==> src/rtl/range_kth_smallest_engine_top_defines.svh <==
`ifndef RANGE_KTH_SMALLEST_ENGINE_TOP_DEFINES_SVH
`define RANGE_KTH_SMALLEST_ENGINE_TOP_DEFINES_SVH

// same-cycle implication, clocked on clk, off while rst_n is low
`define RKS_ASSERT_SAME(name, ante, cons, msg) \
  name: assert property (@(posedge clk) disable iff (!rst_n) (ante) |-> (cons)) \
    else $error(msg);

// next-cycle implication, clocked on clk, off while rst_n is low
`define RKS_ASSERT_NEXT(name, ante, cons, msg) \
  name: assert property (@(posedge clk) disable iff (!rst_n) (ante) |=> (cons)) \
    else $error(msg);

`endif

==> src/rtl/rks_mem.sv <==
`default_nettype none

module rks_mem #(
  parameter int DEPTH = 2,
  parameter int WIDTH = 1,
  localparam int AW = (DEPTH > 1) ? $clog2(DEPTH) : 1
) (
  input  wire logic             clk,
  input  wire logic             we,
  input  wire logic [AW-1:0]    waddr,
  input  wire logic [WIDTH-1:0] wdata,
  input  wire logic [AW-1:0]    raddr_a,
  input  wire logic [AW-1:0]    raddr_b,
  output logic      [WIDTH-1:0] rdata_a,
  output logic      [WIDTH-1:0] rdata_b
);

  logic [WIDTH-1:0] mem [DEPTH];
  logic [WIDTH-1:0] q_a_r;
  logic [WIDTH-1:0] q_b_r;
  logic             zero_a_r;
  logic             zero_b_r;

  // entry zero is never written and always reads as the empty word
  always_ff @(posedge clk) begin
    if (we) begin
      mem[waddr] <= wdata;
    end
    q_a_r    <= mem[raddr_a];
    q_b_r    <= mem[raddr_b];
    zero_a_r <= (raddr_a == '0);
    zero_b_r <= (raddr_b == '0);
  end

  assign rdata_a = zero_a_r ? '0 : q_a_r;
  assign rdata_b = zero_b_r ? '0 : q_b_r;

endmodule

`default_nettype wire

==> config.mk <==
export PLATFORM = sky130hd
export DESIGN_NAME = rks_mem
export DESIGN_NICKNAME = d
export VERILOG_FILES = /design/src/rtl/range_kth_smallest_engine_top_defines.svh /design/src/rtl/rks_mem.sv
export SDC_FILE = /design/constraint.sdc
export NUM_CORES = 1
export LEC_CHECK = 0
export BUFFER_PORTS_ARGS = -buffer_cell sky130_fd_sc_hd__buf_4
export CORE_AREA = 2 2 39 41
export CTS_CLUSTER_SIZE = 8
export DETAILED_ROUTE_END_ITERATION = 12
export DIE_AREA = 0 0 41 43
export SYNTH_ARGS = -nofsm -noshare
export SYNTH_HDL_FRONTEND = slang
export SYNTH_SLANG_ARGS = --single-unit
==> constraint.sdc <==
create_clock -name clk -period 1.1 [get_ports clk]
set_clock_uncertainty 0.05 [all_clocks]
set_input_delay 0.22 -clock clk [delete_from_list [all_inputs] [get_ports clk]]
set_output_delay 0.22 -clock clk [all_outputs]
set_load 0.1 [all_outputs]
[Yosys cells after proc, flatten, opt, wreduce, memory -nomap -nowiden]
Memories as Yosys holds them, arrays and structs flattened. A register that Yosys moved wholly into a read port is not among the register bits.
Index checks and enable logic that the tools add are counted.
W data, S select, Z words.
Operators by class
  add/sub/neg operators: 0
  multiply operators: 0
  div/mod/pow operators: 0
  order comparisons: 0
  eq/ne operators: 0
  shifts and indexed selects: 0
  muxes and demuxes: 4
  bitwise operators: 2
  reductions and logical operators: 0
Operators by type and width (count)
  $mux W1: 4
  $not A1 Y1: 2
Storage, ports and cells
  flip-flop bits (word level): 2
  latch bits: 0
  bits in writable memories: 2
  bits in read-only memories: 0
  input port bits: 6
  output and inout bits: 2
  word-level logic and storage cells: 9
  memories: 1
Memories
  mem: depth 2, bits a word 1, rd ports 2, clocked after memory_dff 2, write ports 1, line rks_mem.sv:18  | logic [WIDTH-1:0] mem [DEPTH];

[Longest topological paths before layout]
  depth in word-level cells: 2
  mapped depth: 1
  depth with buffers taken out: 1

[Worst setup path before layout]
Ideal clock, no wire load.
  kind: register to output
  from: register q_a_r (read register of mem)
  to: output rdata_a
  data arrival time: 1636 ps
  required time: 830 ps
  slack: -806 ps
  stages on the path, launching flop included: 2
  path buffers: 0
  cells stage by stage: dfxtp_1 > nor2b_1
On the way
  longest elaborated chain between the ends: 1
RTL lines
  from (decl): line rks_mem.sv:19  | logic [WIDTH-1:0] q_a_r;
  $mux W1: line rks_mem.sv:35  | assign rdata_a = zero_a_r ? '0 : q_a_r;
  to (decl): line rks_mem.sv:14  | output logic [WIDTH-1:0] rdata_a,
Every way passes these cells.

[Final worst setup path]
Same ends and word-level chain as after synthesis.

==> metrics.txt <==
# TYPE chip_impl_metric gauge
chip_impl_metric{name="row_count",unit=""} 14
chip_impl_metric{name="initial_core_util",unit=""} 0.141
chip_impl_metric{name="drv_slew",unit=""} 0
chip_impl_metric{name="placeableCoreArea",unit="um2"} 1380
chip_impl_info{name="mostFrequentLayoutCell",value="sky130_fd_sc_hd__buf_4"} 1
chip_impl_metric{name="syn-num-nets",unit=""} 20
chip_impl_metric{name="regArea",unit="um2"} 140
chip_impl_metric{name="drt_drc_violations_left",unit=""} 0
chip_impl_metric{name="placed_cells",unit=""} 37
chip_impl_metric{name="fin_nets",unit=""} 32
chip_impl_metric{name="via_count",unit=""} 127
chip_impl_info{name="hold_path.class",value="input pin to flop"} 1
chip_impl_metric{name="flow.area_growth_from_synthesis",unit="%"} 71.2
chip_impl_metric{name="power.density_cell_area",unit="nW/um2"} 1690
chip_impl_metric{name="avgRoutedWirePerCell",unit="um"} 6.80
chip_impl_metric{name="post_route_design_area",unit="um2"} 334
chip_impl_metric{name="post_synth_inst_count",unit=""} 14
chip_impl_metric{name="die_w",unit="um"} 41
chip_impl_metric{name="global_route.usage.total",unit=""} 0.0505
chip_impl_metric{name="post_route_setup_slack",unit="ns"} -0.0372
chip_impl_metric{name="drt_iter0_drc",unit=""} 5
chip_impl_metric{name="viasPerCell",unit=""} 3.10
chip_impl_metric{name="cts_htree_levels",unit=""} 1
chip_impl_metric{name="numCtsBuffers",unit=""} 3
chip_impl_info{name="clk_root_buffer_cell",value="sky130_fd_sc_hd__clkbuf_4"} 1
chip_impl_metric{name="count_of_warnings_emitted_by_yosys",unit=""} 0
chip_impl_metric{name="post-route-min-period",unit="ns"} 1.14
chip_impl_metric{name="post_synthesis_mean_instance_area",unit="um2"} 13.9
chip_impl_metric{name="mappedNetlistArea",unit="um2"} 195
chip_impl_metric{name="synth_cell_types",unit=""} 6
chip_impl_metric{name="place.port_buffers",unit=""} 7
chip_impl_metric{name="n_fill_cell",unit=""} 149
chip_impl_metric{name="grt_antenna_before_repair",unit=""} 0
chip_impl_metric{name="place_congestion",unit=""} 0.704
chip_impl_metric{name="ir_drop",unit="mV"} 0.665
chip_impl_info{name="violated_checks",value="setup timing"} 1
chip_impl_metric{name="number_of_optimization_iterations_in_the_first_detailed_route_pass",unit=""} 2
chip_impl_info{name="unrepaired_setup_endpoints_after_global_routing",value="true"} 1
chip_impl_info{name="outcome",value="finished with violations"} 1
chip_impl_metric{name="die_y",unit="um"} 43
chip_impl_metric{name="max_clock_freq",unit="GHz"} 0.879
chip_impl_info{name="worstSetupEndpointType",value="primary output"} 1
chip_impl_metric{name="clockBufferDepth",unit=""} 2
chip_impl_metric{name="final_wl",unit="um"} 279
chip_impl_metric{name="worst-slew-pin-transition",unit="ns"} 0.109
chip_impl_metric{name="synth_seq_cells",unit=""} 6
chip_impl_metric{name="insertedDiodeCount",unit=""} 0
chip_impl_metric{name="slew_headroom",unit=""} 0.927
chip_impl_metric{name="clock_sink_count",unit=""} 6
chip_impl_metric{name="critical_path.max_fanout",unit=""} 1
chip_impl_metric{name="first_pass_grt_wire_length",unit="um"} 489
chip_impl_metric{name="stdcell_count",unit=""} 41
chip_impl_info{name="mostFrequentLayoutCells",value="sky130_fd_sc_hd__buf_4 (5), sky130_fd_sc_hd__dfxtp_1 (4), sky130_fd_sc_hd__clkbuf_4 (3)"} 1
chip_impl_metric{name="p_leak",unit="nW"} 0.147
chip_impl_metric{name="postPlaceCellArea",unit="um2"} 283
chip_impl_metric{name="multiInputGateArea",unit="um2"} 62.6
chip_impl_metric{name="design.portCount",unit=""} 8
chip_impl_metric{name="drive_gt1_frac",unit=""} 0.480
chip_impl_metric{name="grt_start_max_net_pins",unit=""} 5
chip_impl_metric{name="max_cap_violations",unit=""} 0
chip_impl_info{name="critPathLaunchType",value="flop"} 1
chip_impl_metric{name="worst_ep_arrival_time",unit="ns"} 0.87
chip_impl_metric{name="first_global_vias",unit=""} 132
chip_impl_metric{name="timing.critical_path.required",unit="ns"} 0.83
chip_impl_metric{name="grt_overflow",unit=""} 0
chip_impl_metric{name="final_min_period_over_clock_period",unit=""} 1.03
chip_impl_info{name="clock_tree_from_tritoncts",value="yes"} 1
chip_impl_metric{name="finalHoldViolations",unit=""} 0
chip_impl_metric{name="clk_transition_reported_paths",unit="ns"} 0.05
chip_impl_metric{name="detailed_place_hpwl",unit="um"} 207
chip_impl_info{name="path_class",value="flop to primary output"} 1
chip_impl_metric{name="sum_neg_setup_slack",unit="ns"} -0.0716
chip_impl_metric{name="fin_util",unit=""} 0.241
chip_impl_metric{name="worstSkewPairLatency",unit="ns"} 0.24
chip_impl_metric{name="final_antenna_net_count",unit=""} 0
chip_impl_metric{name="synth_seq_area_share",unit=""} 0.718
chip_impl_metric{name="setup_viol",unit=""} 2
chip_impl_metric{name="fp.dieArea",unit="um2"} 1760
==> per-stage QoR <==
stage	hold slack [ns]	power (mW)	worst slack, ns
3_5_place_dp	0.339	0.340	0.129
6_report	0.0900	0.565	-0.0372
5_1_grt	0.0756	0.605	-0.0797
4_1_cts	0.0774	0.582	-0.0563
3_3_place_gp	0.340	0.339	0.141
2_1_floorplan	0.227	0.314	0.0246
==> report_power, final <==
part           switching (mW)  total (mW)  internal (mW)
combinational          0.0532      0.0996         0.0464
clock                  0.0758       0.213          0.137
sequential            0.00618       0.252          0.246
==> worst paths after layout <==
kind	slack (ns)	from	depth (start not counted)	end
worst max register to register	0.25	mem[1]$_DFFE_PP_	1	q_a_r$_DFF_P_
worst max-delay path	-0.04	q_a_r$_DFF_P_	2	rdata_a
worst min register to register	0.43	mem[0]$_DFFE_PP_	1	q_b_r$_DFF_P_
worst min-delay path	0.09	raddr_b	2	zero_b_r$_DFF_P_
==> sequential cells by signal (all words and copies together) (netlist names) <==
| signal | count |
|---|---|
| zero_a_r | 1 |
| q_b_r | 1 |
| zero_b_r | 1 |
| mem | 2 |
| q_a_r | 1 |
==> critical path, stage by stage, from the launching register on <==
cell and delay (ns):
sky130_fd_sc_hd__dfxtp_1 0.30, sky130_fd_sc_hd__nor2b_4 0.15, sky130_fd_sc_hd__buf_12 0.18
==> what timing repair did <==
action / in CTS / in global routing
pin swaps: 0 / 0
hold buffers: 0 / 0
gates resized for setup: 6 / 0
endpoints found under the setup margin: 2 / 2
setup buffers: 0 / 0
==> final cells by class <==
cell class                      count  area share
Tap cell                           16      0.0599
Clock buffer                        4      0.0787
Multi-Input combinational cell      6       0.187
Inverter                            2      0.0225
Sequential cell                     6       0.419
Timing Repair Buffer                7       0.232
==> synth_stat cells <==
cell type / instances / area, um2
sky130_fd_sc_hd__mux2_1: 2 / 22.5
sky130_fd_sc_hd__edfxtp_1: 2 / 60.1
sky130_fd_sc_hd__and2_1: 1 / 6.26
sky130_fd_sc_hd__nor2b_1: 3 / 18.8
sky130_fd_sc_hd__dfxtp_1: 4 / 80.1
sky130_fd_sc_hd__inv_1: 2 / 7.51
==> metal layers <==
layer | wire (um) | part of all wire | track usage
met5 | 0 | 0 | 0
met4 | 0 | 0 | 0.0200
met3 | 31 | 0.11 | 0.0785
met2 | 120 | 0.43 | 0.0594
met1 | 128 | 0.46 | 0.0425
==> cells by family after synthesis <==
logic type             Yosys count  share of synthesized area
DFF                              6                      0.718
and+or+nand+nor                  4                      0.128
muxes                            2                      0.115
buffers and inverters            2                     0.0385
(Power assumes the default switching activity.)
